===== src/rtl/bba_pkg.sv =====
// ----------------------------------------------------------------------------
// Bitmap block allocator package
// Widths, request and status codes, controller states and the
// command / status bundles between controller and datapath.
// ----------------------------------------------------------------------------
`default_nettype none

package bba_pkg;

  // Default map size and fixed field widths
  localparam int NUM_BLOCKS_DEF = 1024;
  localparam int INDEX_LIMIT    = 1024;
  localparam int BLK_W          = 10;
  localparam int CNT_W          = 11;
  localparam int WORD_W         = 32;
  localparam int BIT_W          = 5;

  // Request kinds
  localparam logic [1:0] MODE_ALLOC = 2'd0;
  localparam logic [1:0] MODE_FREE  = 2'd1;
  localparam logic [1:0] MODE_QUERY = 2'd2;

  // Result status codes
  localparam logic [1:0] ST_OK      = 2'd0;
  localparam logic [1:0] ST_INVALID = 2'd1;
  localparam logic [1:0] ST_FULL    = 2'd2;

  // Controller states
  typedef enum logic [1:0] {
    S_IDLE,
    S_FILL,
    S_EVAL,
    S_DONE
  } bba_state_t;

  // Controller to datapath
  typedef struct packed {
    logic load;     // capture a new request word
    logic advance;  // step the scan pointer
    logic commit;   // update map and count, latch the result
    logic emit;     // move the result into the output register
  } bba_cmd_t;

  // Datapath to controller
  typedef struct packed {
    logic alloc;     // current request is an allocate
    logic hit;       // word under test holds a free block
    logic last;      // word under test is the last map word
    logic out_busy;  // output register holds a word that is stalled
  } bba_stat_t;

endpackage

`default_nettype wire


===== src/rtl/bba_ctrl.sv =====
// ----------------------------------------------------------------------------
// Bitmap block allocator controller
// Sequences load, word scan, commit and result hand-off for one request.
// ----------------------------------------------------------------------------
`default_nettype none

module bba_ctrl
  import bba_pkg::*;
(
  input  logic      clk,
  input  logic      rst_n,
  input  logic      in_valid,
  output logic      in_stall,
  input  bba_stat_t stat,
  output bba_cmd_t  cmd
);

  bba_state_t state_r, state_nxt;

  // State register
  always_ff @(posedge clk) begin
    if (!rst_n) begin
      state_r <= S_IDLE;
    end else begin
      state_r <= state_nxt;
    end
  end

  // Next state and commands
  always_comb begin
    state_nxt = state_r;
    cmd       = '0;
    in_stall  = 1'b1;
    unique case (state_r)
      S_IDLE: begin
        in_stall = 1'b0;
        if (in_valid) begin
          cmd.load  = 1'b1;
          state_nxt = S_FILL;
        end
      end
      S_FILL: begin
        cmd.advance = 1'b1;
        state_nxt   = S_EVAL;
      end
      S_EVAL: begin
        // an allocate keeps scanning until a free bit shows or the map ends
        if (stat.alloc && !stat.hit && !stat.last) begin
          cmd.advance = 1'b1;
        end else begin
          cmd.commit = 1'b1;
          state_nxt  = S_DONE;
        end
      end
      S_DONE: begin
        if (!stat.out_busy) begin
          cmd.emit  = 1'b1;
          state_nxt = S_IDLE;
        end
      end
      default: begin
        state_nxt = S_IDLE;
      end
    endcase
  end

endmodule

`default_nettype wire


===== src/rtl/bba_dpath.sv =====
// ----------------------------------------------------------------------------
// Bitmap block allocator datapath
// Used-block map in 32-bit words with registered read, first-zero search,
// used-block counter and the result / output registers.
// ----------------------------------------------------------------------------
`default_nettype none

module bba_dpath
  import bba_pkg::*;
#(
  parameter int NUM_BLOCKS = NUM_BLOCKS_DEF
) (
  input  logic             clk,
  input  logic             rst_n,
  input  bba_cmd_t         cmd,
  output bba_stat_t        stat,
  input  logic [1:0]       in_mode,
  input  logic [BLK_W-1:0] in_block_index,
  input  logic             out_stall,
  output logic             out_valid,
  output logic [1:0]       out_status,
  output logic [BLK_W-1:0] out_granted_block,
  output logic             out_is_free,
  output logic [CNT_W-1:0] out_used_count
);

  localparam int MAP_SPAN  = (NUM_BLOCKS < INDEX_LIMIT) ? NUM_BLOCKS : INDEX_LIMIT;
  localparam int WORDS     = (MAP_SPAN + WORD_W - 1) / WORD_W;
  localparam int WAW       = (WORDS > 1) ? $clog2(WORDS) : 1;
  localparam int MEM_DEPTH = 1 << WAW;
  localparam int LAST      = WORDS - 1;
  localparam int TAIL      = MAP_SPAN - LAST * WORD_W;
  localparam logic [WAW-1:0]   LAST_ADDR = WAW'(LAST);
  localparam logic [CNT_W-1:0] SPAN_LIM  = CNT_W'(MAP_SPAN);
  // bits past the end of the map in the last word read as used
  localparam logic [WORD_W:0]  TAIL_FILL =
    ~(((WORD_W+1)'(1) << TAIL) - (WORD_W+1)'(1));

  // Request capture and scan pointer
  logic [1:0]       mode_r;
  logic [BLK_W-1:0] idx_r;
  logic [WAW-1:0]   ptr_r, ptr_nxt;

  // Map storage and read pipeline
  logic [WORD_W-1:0] mem [MEM_DEPTH];
  logic [MEM_DEPTH-1:0] wvld_r;
  logic [WORD_W-1:0] rd_word_r;
  logic              rd_vld_r;
  logic [WAW-1:0]    rd_addr_r;

  // Count, result and output registers
  logic [CNT_W-1:0] used_r, used_nxt;
  logic [1:0]       res_status_r, res_status_nxt;
  logic [BLK_W-1:0] res_granted_r, res_granted_nxt;
  logic             res_free_r, res_free_nxt;
  logic [CNT_W-1:0] res_used_r;
  logic             out_valid_r;
  logic [1:0]       out_status_r;
  logic [BLK_W-1:0] out_granted_r;
  logic             out_free_r;
  logic [CNT_W-1:0] out_used_r;

  // Word evaluation
  logic [WORD_W-1:0] base_word, scan_word, wr_word;
  logic [BIT_W-1:0]  pos;
  logic              hit, idx_bit, in_map, wr_en;

  // Capture request, step the pointer
  always_comb begin
    ptr_nxt = ptr_r;
    if (cmd.load) begin
      ptr_nxt = (in_mode == MODE_ALLOC) ? '0 : in_block_index[BIT_W +: WAW];
    end else if (cmd.advance && mode_r == MODE_ALLOC && ptr_r != LAST_ADDR) begin
      ptr_nxt = ptr_r + WAW'(1);
    end
  end

  always_ff @(posedge clk) begin
    if (!rst_n) begin
      ptr_r <= '0;
    end else begin
      ptr_r <= ptr_nxt;
    end
  end

  always_ff @(posedge clk) begin
    if (cmd.load) begin
      mode_r <= in_mode;
      idx_r  <= in_block_index;
    end
  end

  // Map memory: one write port, registered read at the scan pointer
  always_ff @(posedge clk) begin
    if (wr_en) begin
      mem[rd_addr_r] <= wr_word;
    end
    rd_word_r <= mem[ptr_r];
  end

  // Word valid bits; an unwritten word reads as its reset pattern
  always_ff @(posedge clk) begin
    if (!rst_n) begin
      wvld_r    <= '0;
      rd_vld_r  <= 1'b0;
      rd_addr_r <= '0;
    end else begin
      if (wr_en) begin
        wvld_r[rd_addr_r] <= 1'b1;
      end
      rd_vld_r  <= wvld_r[ptr_r];
      rd_addr_r <= ptr_r;
    end
  end

  assign base_word = rd_vld_r ? rd_word_r :
                     ((rd_addr_r == '0) ? WORD_W'(1) : '0);
  assign scan_word = base_word |
                     ((rd_addr_r == LAST_ADDR) ? TAIL_FILL[WORD_W-1:0] : '0);
  assign hit       = ~&scan_word;
  assign idx_bit   = base_word[idx_r[BIT_W-1:0]];
  assign in_map    = {1'b0, idx_r} < SPAN_LIM;

  // Find the lowest clear bit
  always_comb begin
    pos = '0;
    for (int i = WORD_W - 1; i >= 0; i--) begin
      if (!scan_word[i]) begin
        pos = BIT_W'(i);
      end
    end
  end

  // Resolve the request against the word under test
  always_comb begin
    wr_en           = 1'b0;
    wr_word         = base_word;
    used_nxt        = used_r;
    res_status_nxt  = ST_OK;
    res_granted_nxt = '0;
    res_free_nxt    = 1'b0;
    unique case (mode_r)
      MODE_ALLOC: begin
        if (hit) begin
          wr_en           = cmd.commit;
          wr_word         = base_word | (WORD_W'(1) << pos);
          used_nxt        = used_r + CNT_W'(1);
          res_granted_nxt = (BLK_W'(rd_addr_r) << BIT_W) | BLK_W'(pos);
        end else begin
          res_status_nxt = ST_FULL;
        end
      end
      MODE_FREE: begin
        if (idx_r == '0 || !in_map) begin
          res_status_nxt = ST_INVALID;
        end else if (idx_bit) begin
          wr_en   = cmd.commit;
          wr_word = base_word & ~(WORD_W'(1) << idx_r[BIT_W-1:0]);
          if (used_r != '0) begin
            used_nxt = used_r - CNT_W'(1);
          end
        end
      end
      MODE_QUERY: begin
        if (!in_map) begin
          res_status_nxt = ST_INVALID;
        end else begin
          res_free_nxt = ~idx_bit;
        end
      end
      default: begin
        res_status_nxt = ST_INVALID;
      end
    endcase
  end

  // Used-block count, starts with the reserved block
  always_ff @(posedge clk) begin
    if (!rst_n) begin
      used_r <= CNT_W'(1);
    end else if (cmd.commit) begin
      used_r <= used_nxt;
    end
  end

  // Latch the result
  always_ff @(posedge clk) begin
    if (cmd.commit) begin
      res_status_r  <= res_status_nxt;
      res_granted_r <= res_granted_nxt;
      res_free_r    <= res_free_nxt;
      res_used_r    <= used_nxt;
    end
  end

  // Output register: load on emit, drop once taken
  always_ff @(posedge clk) begin
    if (!rst_n) begin
      out_valid_r <= 1'b0;
    end else if (cmd.emit) begin
      out_valid_r <= 1'b1;
    end else if (!out_stall) begin
      out_valid_r <= 1'b0;
    end
  end

  always_ff @(posedge clk) begin
    if (cmd.emit) begin
      out_status_r  <= res_status_r;
      out_granted_r <= res_granted_r;
      out_free_r    <= res_free_r;
      out_used_r    <= res_used_r;
    end
  end

  assign stat.alloc    = (mode_r == MODE_ALLOC);
  assign stat.hit      = hit;
  assign stat.last     = (rd_addr_r == LAST_ADDR);
  assign stat.out_busy = out_valid_r && out_stall;

  assign out_valid         = out_valid_r;
  assign out_status        = out_status_r;
  assign out_granted_block = out_granted_r;
  assign out_is_free       = out_free_r;
  assign out_used_count    = out_used_r;

endmodule

`default_nettype wire


===== src/rtl/bitmap_block_allocator.sv =====
// ----------------------------------------------------------------------------
// Bitmap block allocator, first fit.
// Input channel (in_valid / in_stall): one request word per item, in_mode
// selects allocate, free or query, in_block_index names the block for free
// and query. Result channel (out_valid / out_stall): one result word per
// request with status, granted block, free flag and used-block count.
// The map is kept as 32-bit words in a small memory with a registered read;
// one request is worked at a time.
// After accept, each request passes the fill, evaluate and done states; free,
// query and unused modes leave evaluate at once, while an allocate stays in
// it until the word under test holds a free block or is the last map word.
// The scan of the map memory, one word per cycle, sets the allocate time.
// A new request is accepted once the previous result has been loaded into
// the output register, even while that result is still stalled, so the
// next request can be worked while a result waits to be taken.
// Reset leaves block 0 used and all others free, used count 1; the map
// needs no clearing pass. A stalled result holds in the output register and
// the next request completes only once that register frees up.
// ----------------------------------------------------------------------------
`default_nettype none

module bitmap_block_allocator
  import bba_pkg::*;
#(
  parameter int NUM_BLOCKS = NUM_BLOCKS_DEF
) (
  input  logic             clk,
  input  logic             rst_n,
  input  logic             in_valid,
  output logic             in_stall,
  input  logic [1:0]       in_mode,
  input  logic [BLK_W-1:0] in_block_index,
  output logic             out_valid,
  input  logic             out_stall,
  output logic [1:0]       out_status,
  output logic [BLK_W-1:0] out_granted_block,
  output logic             out_is_free,
  output logic [CNT_W-1:0] out_used_count
);

  bba_cmd_t  cmd;
  bba_stat_t stat;

  // Request sequencer
  bba_ctrl u_ctrl (
    .clk      (clk),
    .rst_n    (rst_n),
    .in_valid (in_valid),
    .in_stall (in_stall),
    .stat     (stat),
    .cmd      (cmd)
  );

  // Map, counter and result registers
  bba_dpath #(
    .NUM_BLOCKS (NUM_BLOCKS)
  ) u_dpath (
    .clk               (clk),
    .rst_n             (rst_n),
    .cmd               (cmd),
    .stat              (stat),
    .in_mode           (in_mode),
    .in_block_index    (in_block_index),
    .out_stall         (out_stall),
    .out_valid         (out_valid),
    .out_status        (out_status),
    .out_granted_block (out_granted_block),
    .out_is_free       (out_is_free),
    .out_used_count    (out_used_count)
  );

endmodule

`default_nettype wire


===== config.mk =====
export PLATFORM = sky130hd
export DESIGN_NAME = bitmap_block_allocator
export DESIGN_NICKNAME = d
export VERILOG_FILES = /design/src/rtl/bba_pkg.sv /design/src/rtl/bba_ctrl.sv /design/src/rtl/bba_dpath.sv /design/src/rtl/bitmap_block_allocator.sv
export SDC_FILE = /design/constraint.sdc
export NUM_CORES = 1
export LEC_CHECK = 0
export BUFFER_PORTS_ARGS = -buffer_cell sky130_fd_sc_hd__buf_2
export CAP_MARGIN = 30
export CORE_ASPECT_RATIO = 0.5
export CORE_MARGIN = 4
export CORE_UTILIZATION = 59
export CTS_BUF_LIST = sky130_fd_sc_hd__clkbuf_4
export DETAILED_ROUTE_END_ITERATION = 7
export MAX_ROUTING_LAYER = met4
export PLACE_DENSITY = 0.75
export SLEW_MARGIN = 10
export SYNTH_ARGS = -nofsm -noshare
export SYNTH_HDL_FRONTEND = slang
export SYNTH_HIERARCHICAL = 1
export SYNTH_SLANG_ARGS = --single-unit

===== constraint.sdc =====
create_clock -name clk -period 12.16 [get_ports clk]
set_input_delay 1.824 -clock clk [delete_from_list [all_inputs] [get_ports clk]]
set_output_delay 1.824 -clock clk [all_outputs]
set_load 0.02 [all_outputs]

# Yosys cells after proc, flatten, opt, wreduce, memory -nomap -nowiden
# Memory sizes are Yosys's and may differ from the RTL's. A register that Yosys moved wholly into a read port is not among the register bits.
# Index checks and enable logic that the tools add are counted.
dict set report totals {
  ff_bits 117
  ramBits 1024
  in_bits 16
  output_inout_bits 26
  word_cells 138
  memories 1
}
dict set report op_classes {
  addsub 3
  order_cmp 4
  eq_ne 11
  shift 2
  muxes 76
  n_bitwise 7
  reduce_logical 17
}
# memory depth word_bits read_ports rd_ports_with_merged_regs wr line_no
set mem_list {}
lappend mem_list {u_dpath.mem 32 32 1 1 1 bba_dpath.sv:45} ;# logic [WORD_W-1:0] mem [MEM_DEPTH];
# op n
set ops {}
lappend ops {{$mux W5} 35}
lappend ops {{$mux W32} 4}
lappend ops {{$or A32 B32 Y32} 2}
lappend ops {{$pmux W32 S2} 1}
lappend ops {{$shl A1 B5 Y32 const A} 2}
lappend ops {{$mux W11} 4}
lappend ops {{$and A32 B32 Y32} 1}
lappend ops {{$not A32 Y32} 1}
lappend ops {{$reduce_and A32 Y1} 1}
lappend ops {{$pmux W11 S2} 1}
lappend ops {{$mux W1} 20}
lappend ops {{$lt A5 B6 Y1 const B} 3}
lappend ops {{$add A11 B1 Y11 const B} 1}
lappend ops {{$reduce_bool A11 Y1} 1}
lappend ops {{$sub A11 B1 Y11 const B} 1}
lappend ops {{$bmux W1 S5} 2}
lappend ops {{$logic_not A10 Y1} 1}
lappend ops {{$or A10 B5 Y10} 1}
lappend ops {{$mux W2} 4}
lappend ops {{$pmux W2 S4} 1}
lappend ops {{$eq A2 B2 Y1 const B} 3}
lappend ops {{$logic_and A1 B1 Y1} 6}
lappend ops {{$logic_not A2 Y1} 3}
lappend ops {{$ne A2 B2 Y1 const B} 3}
lappend ops {{other kinds (15)} 18}

# Depth between registers and ports, before layout
# Gate-level depths: netlist of the first run.
dict set report depth {
  depth_word 39
  ltp_mapped 14
  ltp_nobuf 10
}

# Hierarchy
# The synthesis of the first run kept the hierarchy.
# module n_inst cells_per_inst area_per_inst_um2 seq_area_each_um2
set by_module_without_submodules {}
lappend by_module_without_submodules {bba_dpath 1 2222 46076.7 34292.9}
lappend by_module_without_submodules {bba_ctrl 1 25 219.0 40.0}

# Least setup slack after synthesis of the first run
# Ideal clock, no wire load.
dict set report synth_path {
  path_kind {reg-to-reg}
  from {register u_dpath.rd_vld_r}
  to {memory u_dpath.mem[12][0], enable pin}
  setup_ps 502
  arrival_time_ps 5679
  required_time_ps 11658
  slack_ps 5979
  stages_incl_launch_ff 14
  path_buffers 5
  period_less_slack_ps 6181
  cell_sequence {dfxtp_1 > buf_6 > nand3_1 > or4_1 > nor4_2 > inv_2 > buf_4 > o31a_2 > clkbuf_1 > nand2_1 > or3_1 > buf_1 > clkbuf_1 > nor4_1}
}
# item line_no
set synth_lines {}
lappend synth_lines {{start, declared} bba_dpath.sv:48} ;# logic rd_vld_r;
lappend synth_lines {{start signal, assigned} bba_dpath.sv:111} ;# rd_vld_r <= wvld_r[ptr_r];
lappend synth_lines {{end, declared} bba_dpath.sv:45}

==> results of run 1 <==
[registers in the layout, summed over array words and instances (netlist names), 2 cells and up]
name / count
u_dpath/rd_word_r: 32
u_dpath/rd_addr_r: 5
u_dpath/out_used_count: 11
u_dpath/ptr_r: 5
u_dpath/res_granted_r: 10
u_ctrl/state_r: 2
u_dpath/idx_r: 10
u_dpath/out_status: 2
u_dpath/res_status_r: 2
u_dpath/out_granted_block: 10
u_dpath/mem: 1024
u_dpath/mode_r: 2
u_dpath/wvld_r: 32
u_dpath/used_r: 11
u_dpath/res_used_r: 11
[critical path, cell delays in order, from the launching register on]
cell and delay (ns):
dfxtp_2 0.31, buf_4 0.44, nand2_1 0.23, or4_1 0.72, nor4_2 0.57, inv_2 0.11, o31a_2 0.65, inv_1 0.43
nor2_1 0.19, nand2_1 0.17, o31a_4 0.53, nor3_4 0.24, buf_4 0.29
[layer usage]
layer  track usage  vias to the layer above
met3         0.135                      174
met5             -                        -
li1              -                    10200
met4        0.0827                        0
met1         0.456                    12900
met2         0.382                     1883
[power groups by stage]
stage          clock [mW]  sequential, mW  combinational, mW
4_1_cts              3.11            4.64               1.53
5_1_grt              3.35            4.66               1.63
3_3_place_gp            0            4.75               1.48
2_1_floorplan           0            4.68              0.997
3_5_place_dp            0            4.73               1.52
6_report             3.06            4.65               1.56
[cells by family (layout without fill, tap and decap cells)]
logic type | count (synthesis) | in the layout | synth area share
DFF | 1173 | 1173 | 0.742
xor gates and xnor gates | 9 | 9 | 0.00170
muxes | 368 | 368 | 0.170
AOI/OAI and AO/OA | 209 | 209 | 0.0341
adders and majority gates | 9 | 9 | 0.00243
buffers and inverters | 163 | 610 | 0.0145
and+or+nand+nor | 316 | 316 | 0.0361
other | 0 | 4 | 0
[path summary, 6_finish.rpt]
path	startpoint	to	slack (ns)	cells after the start
worst max-delay path	u_dpath/rd_vld_r	u_dpath/mem[6][13]	6.90	12
worst min-delay path	u_dpath/res_used_r[4]	u_dpath/out_used_count[4]	0.42	0
worst max register to register	u_dpath/rd_vld_r	u_dpath/mem[6][13]	6.90	12
worst min register to register	u_dpath/res_used_r[4]	u_dpath/out_used_count[4]	0.42	0
[cell type report]
| class | instances | share of cell area |
|---|---|---|
| Sequential cell | 1173 | 0.661 |
| Multi-Input combinational cell | 911 | 0.226 |
| Clock buffer | 415 | 0.0600 |
| Tap cell | 1036 | 0.0250 |
| Timing Repair Buffer | 144 | 0.0226 |
| Clock inverter | 26 | 0.00345 |
| Inverter | 25 | 0.00181 |
| Antenna cell | 4 | 0.000193 |
[layout by cell type, fill, tap and decap left out, types with 6 or more instances in the layout]
cell         n
buf_2       41
a21oi_1     30
and2_1      17
a31oi_1      9
nor4_2       9
and3_1      16
a32o_1      24
o22ai_4      8
inv_1       24
nand3_1     35
o311ai_0    19
nor4_1       9
o41ai_1      9
buf_16       6
nand3b_1     9
edfxtp_1  1084
mux2_2      33
nor2b_1      6
a21o_1       6
dfxtp_1     83
nor3_2      21
or2_2       10
buf_12       6
nor3_1      30
buf_4       91
ha_1         9
nor2_1      38
clkinv_1    17
nand2_1     63
mux4_2     330
nand2b_1    15
clkbuf_4   415
o21ai_0     20
nand4_1     11
o21ai_1     12
or3_1        6
[through the flow]
step / power [mW] / cell area (sq um) / hold slack, ns / std cells
3_5_place_dp: 6.25 / 48500 / 0.406 / 3284
5_1_grt: 9.64 / 51900 / 0.430 / 3734
3_3_place_gp: 6.23 / 48400 / 0.403 / 3277
4_1_cts: 9.28 / 51800 / 0.408 / 3725
6_report: 9.27 / 51900 / 0.417 / 3734
2_1_floorplan: 5.67 / 46300 / 0.400 / 2247
==> impl_metrics.py, run 1 <==
metrics = {
    "drt": {
        "vias": 25100,
        "drt_first_pass_iters": 6,
        "drc": 0,
        "via_per_inst": 6.71,
        "met2WireLength_um": 49300,
        "routed_wl_um": 121000,
        "wl_met3_um": 22000,
        "dr.first_iter.drc_count": 4253,
        "met1_length_um": 46800,
        "top_layer_used": "met4",
        "ant_nets": 0,
        "wl_per_cell_um": 32.3,
    },
    "run_status": {
        "run_status": "completed",
    },
    "placement": {
        "finalWeightedCongestion": 0.917,
        "portBuffers": 41,
        "dp.final_hpwl_um": 76600,
        "dp_slack_ns": 7.05,
    },
    "synthesis": {
        "synth_edf_count": 1084,
        "yosys.cell_types.count": 78,
        "synth_nets": 2272,
        "synth_area_leaders": "edfxtp_1 (70%), mux4_2 (16%), dfxtp_1 (3.8%)",
        "synth-seq-cells": 1173,
        "synthTopCellsByCount": "edfxtp_1 (1,084), mux4_2 (330), clkbuf_1 (89), dfxtp_1 (89), nand2_1 (63)",
        "yosys_warnings": 6,
        "synth-main-ff-cell": "edfxtp_1",
        "ys_seq_area_frac": 0.742,
        "synth_top_area_frac": 0.703,
        "syn_inst": 2247,
        "async_reset_ff_frac": 0,
        "yosysTopAreaCell": "edfxtp_1",
        "syn_area_per_cell_sq_um": 20.6,
        "synth_area_sq_um": 46300,
        "synth.most_common_cell": "edfxtp_1",
    },
    "clocking": {
        "cts-buffers-inserted": 274,
        "cts_resized": 0,
        "clkTransAtPathRegs_ns": 0.07,
        "cts_hold_buf": 0,
        "root_buffer": "clkbuf_4",
        "clock_path_buffers": 4,
        "post-cts-setup-buffers": 0,
        "htree_num_levels": 5,
        "tritoncts": "built",
        "clkLatencyLatePin_ns": 1.08,
        "clkSinkCount": 1173,
    },
    "sta": {
        "hold_violations": 0,
        "setup_viol": 0,
        "slew_headroom": 0.296,
        "tightest_slew_ns": 1.06,
        "rsz0062_at_grt": "no",
        "setup_tns_ns": 0,
        "fin_crit_ns": 5.26,
        "max_freq_mhz": 190,
        "slew_viol_final": 0,
        "skew_ns": 0.0967,
        "fin_ws_ns": 6.90,
        "fin_crit_sh": 0.433,
    },
    "pwr": {
        "power-per-cell-area_nw_per_um2": 178,
        "vdd_drop_max_mv": 0.132,
        "clkPwrFrac": 0.330,
        "seqPwrFrac": 0.501,
        "p_comb_frac": 0.168,
        "switching_share": 0.274,
        "p_int_mw": 6.73,
        "net-switching-power_mw": 2.54,
        "power_leakage_nw": 14.7,
    },
    "grt": {
        "track_usage": 0.305,
        "grt_max_degree": 108,
        "grt_pass1_wl_um": 173000,
        "grt_pass1_vias": 24400,
        "overflow": 0,
        "antenna_found_initial": 7,
    },
    "setup_path": {
        "end_kind": "flop",
        "required_ns": 12.91,
        "critPathKind": "flop to flop",
        "crit_path_max_fanout": 60,
        "start_kind": "flop",
        "arrival_ns": 6.01,
    },
    "die": {
        "rows": 72,
        "start_util": 0.598,
        "core_area_sq_um": 77500,
        "die_area_sq_um": 83300,
        "io_pins": 42,
        "die_h_um": 206,
        "die_x_um": 404,
    },
    "cells_and_area": {
        "utilization": 0.670,
        "drive_above_1_share": 0.377,
        "multi_input_area_sq_um": 11700,
        "ff_latch_area_sq_um": 34400,
        "layout.nets": 2554,
        "area_delta_synth_final_pct": 12.2,
        "fillers": 4970,
    },
    "run": {
        "cap_viol_max_count": 0,
    },
    "hold_path": {
        "holdCritPathClass": "flop to flop",
    },
}
No activity file was read; power rests on OpenSTA's default activity.
==> run 2: changes to the inputs <==
- clock period: 12.16 -> 5.17 ns (I/O delays scaled with it)
==> run 2 against run 1 <==
Compared with the run above: design area rose by 0.43%; worst setup slack got worse by 6.4 ns; sequential power rose by 140%; largest cell class unchanged; global-route usage fell by 0.56 points; hold slack got worse by 0.29 ns.
==> impl_metrics.py, run 2 (synthesized netlist as in run 1, its figures left out) <==
metrics = {
    "run_status": {
        "run_status": "completed",
    },
    "setup_path": {
        "crit_path_max_fanout": 36,
        "start_kind": "flop",
        "required_ns": 5.89,
        "arrival_ns": 5.36,
        "critPathTopFamily": "simple AND/OR/NAND/NOR gates",
        "max_stage_delay_ns": 0.77,
        "cpMaxStageDelayCell": "dfxtp_2",
        "critPathKind": "flop to flop",
        "cp_cell_sequence": "nand2_1, or4_1, nor4_2, inv_2, o31a_2, buf_4, nand2_1, or3_1, nor4_2, buf_4",
        "path_buf_inv": 3,
        "end_kind": "flop",
    },
    "pwr": {
        "power_leakage_nw": 14.9,
        "power-per-cell-area_nw_per_um2": 415,
        "vdd_drop_max_mv": 0.222,
    },
    "clocking": {
        "clkTransAtPathRegs_ns": 0.07,
        "clkSinkCount": 1173,
        "tritoncts": "built",
        "cts_resized": 0,
        "clkLatencyLatePin_ns": 1.08,
        "root_buffer": "clkbuf_4",
        "htree_num_levels": 4,
        "clock_path_buffers": 3,
        "cts-buffers-inserted": 241,
    },
    "drt": {
        "vias": 24900,
        "drt_first_pass_iters": 7,
        "ant_nets": 0,
        "routed_wl_um": 118000,
        "wl_per_cell_um": 31.3,
        "dr.first_iter.drc_count": 3235,
        "via_per_inst": 6.61,
        "drc": 0,
    },
    "sta": {
        "fin_crit_ns": 4.64,
        "setup_viol": 0,
        "hold_violations": 0,
        "slew_viol_final": 0,
        "tightest_slew_ns": 1.04,
        "skew_ns": 0.0771,
        "rsz0062_at_grt": "no",
        "slew_headroom": 0.304,
        "whs_ns": 0.123,
        "fin_crit_sh": 0.898,
        "max_freq_mhz": 215,
    },
    "die": {
        "core_area_sq_um": 77500,
        "die_x_um": 404,
        "start_util": 0.598,
        "io_pins": 42,
        "die_area_sq_um": 83300,
        "die_h_um": 206,
        "rows": 72,
    },
    "cells_and_area": {
        "fillers": 4916,
        "layout_commonest_cell": "edfxtp_1",
        "most-common-layout-cells": "edfxtp_1 (1,084), clkbuf_4 (370), mux4_2 (330), buf_4 (105), dfxtp_1 (83)",
        "drive_above_1_share": 0.368,
        "layout.nets": 2552,
        "largest_reg_flops": 1024,
        "fin_area_sq_um": 52200,
        "largest_register": "u_dpath/mem",
        "area_delta_synth_final_pct": 12.7,
        "reg_top3": "u_dpath/mem x1024, u_dpath/rd_word_r x32, u_dpath/wvld_r x32",
    },
    "run": {
        "cap_viol_max_count": 0,
    },
    "grt": {
        "track_usage": 0.300,
        "grt_pass1_wl_um": 171000,
        "overflow": 0,
        "antenna_found_initial": 5,
        "grt_max_degree": 68,
        "grt_pass1_vias": 24500,
    },
    "placement": {
        "portBuffers": 41,
        "dp.final_hpwl_um": 75200,
        "dpl_cell_area_sq_um": 48700,
        "finalWeightedCongestion": 0.946,
    },
    "hold_path": {
        "holdCritPathClass": "input port to flop",
    },
}
-- run 2: power by group --
part | total (mW) | switching [mW] | internal, mW
combinational | 3.48 | 2.02 | 1.46
sequential | 11.1 | 0.454 | 10.6
clock | 7.09 | 3.49 | 3.60
-- run 2: worst paths after layout --
kind	startpoint	end	slack [ns]	cells after the start
max	u_dpath/rd_vld_r	u_dpath/mem[12][20]	0.53	10
min	in_valid	u_ctrl/state_r[0]	0.12	3
max reg2reg	u_dpath/rd_vld_r	u_dpath/mem[12][20]	0.53	10
min reg2reg	u_dpath/res_used_r[0]	u_dpath/out_used_count[0]	0.41	0
-- run 2: metrics by stage --
stage | TNS, ns | setup slack [ns] | std cells | total power, mW | utilization
after floorplan | -287.12 | -1.01 | 2247 | 13.3 | -
after global placement | 0 | 0.660 | 3296 | 14.7 | 0.627
after detailed placement | 0 | 0.595 | 3302 | 14.7 | 0.629
after CTS | 0 | 0.575 | 3745 | 21.7 | 0.672
after global routing | 0 | 0.299 | 3757 | 22.5 | 0.673
final | 0 | 0.528 | 3757 | 21.7 | 0.673
-- run 2: repair_timing --
item / in CTS / in global routing
buffers inserted: 0 / 0
hold buffers: 12 / 0
endpoints found under the hold margin: 16 / 0
-- run 2: cell type report --
class | instances | area (sq um) | share of cell area
Tap cell | 1036 | 1300 | 0.0249
Timing Repair Buffer | 175 | 1420 | 0.0272
Multi-Input combinational cell | 911 | 11800 | 0.225
Clock inverter | 61 | 458 | 0.00878
Inverter | 25 | 93.8 | 0.00180
Sequential cell | 1173 | 34400 | 0.659
Clock buffer | 370 | 2780 | 0.0533
Antenna cell | 6 | 15.0 | 0.000288
-- run 2: worst reg2reg max path: stages, from the launching register on --
cell and delay, ns:
dfxtp_2 0.77, nand2_1 0.25, or4_1 0.73, nor4_2 0.50, inv_2 0.10, o31a_2 0.36
buf_4 0.26, nand2_1 0.16, or3_1 0.68, nor4_2 0.11, buf_4 0.36
-- run 2: per-layer routing --
layer,share of wire,global-route usage,up-vias
met5,0,-,-
met4,0.018,0.0735,0
met3,0.15,0.108,150
met2,0.44,0.416,1659
met1,0.39,0.430,12800
li1,-,-,10200
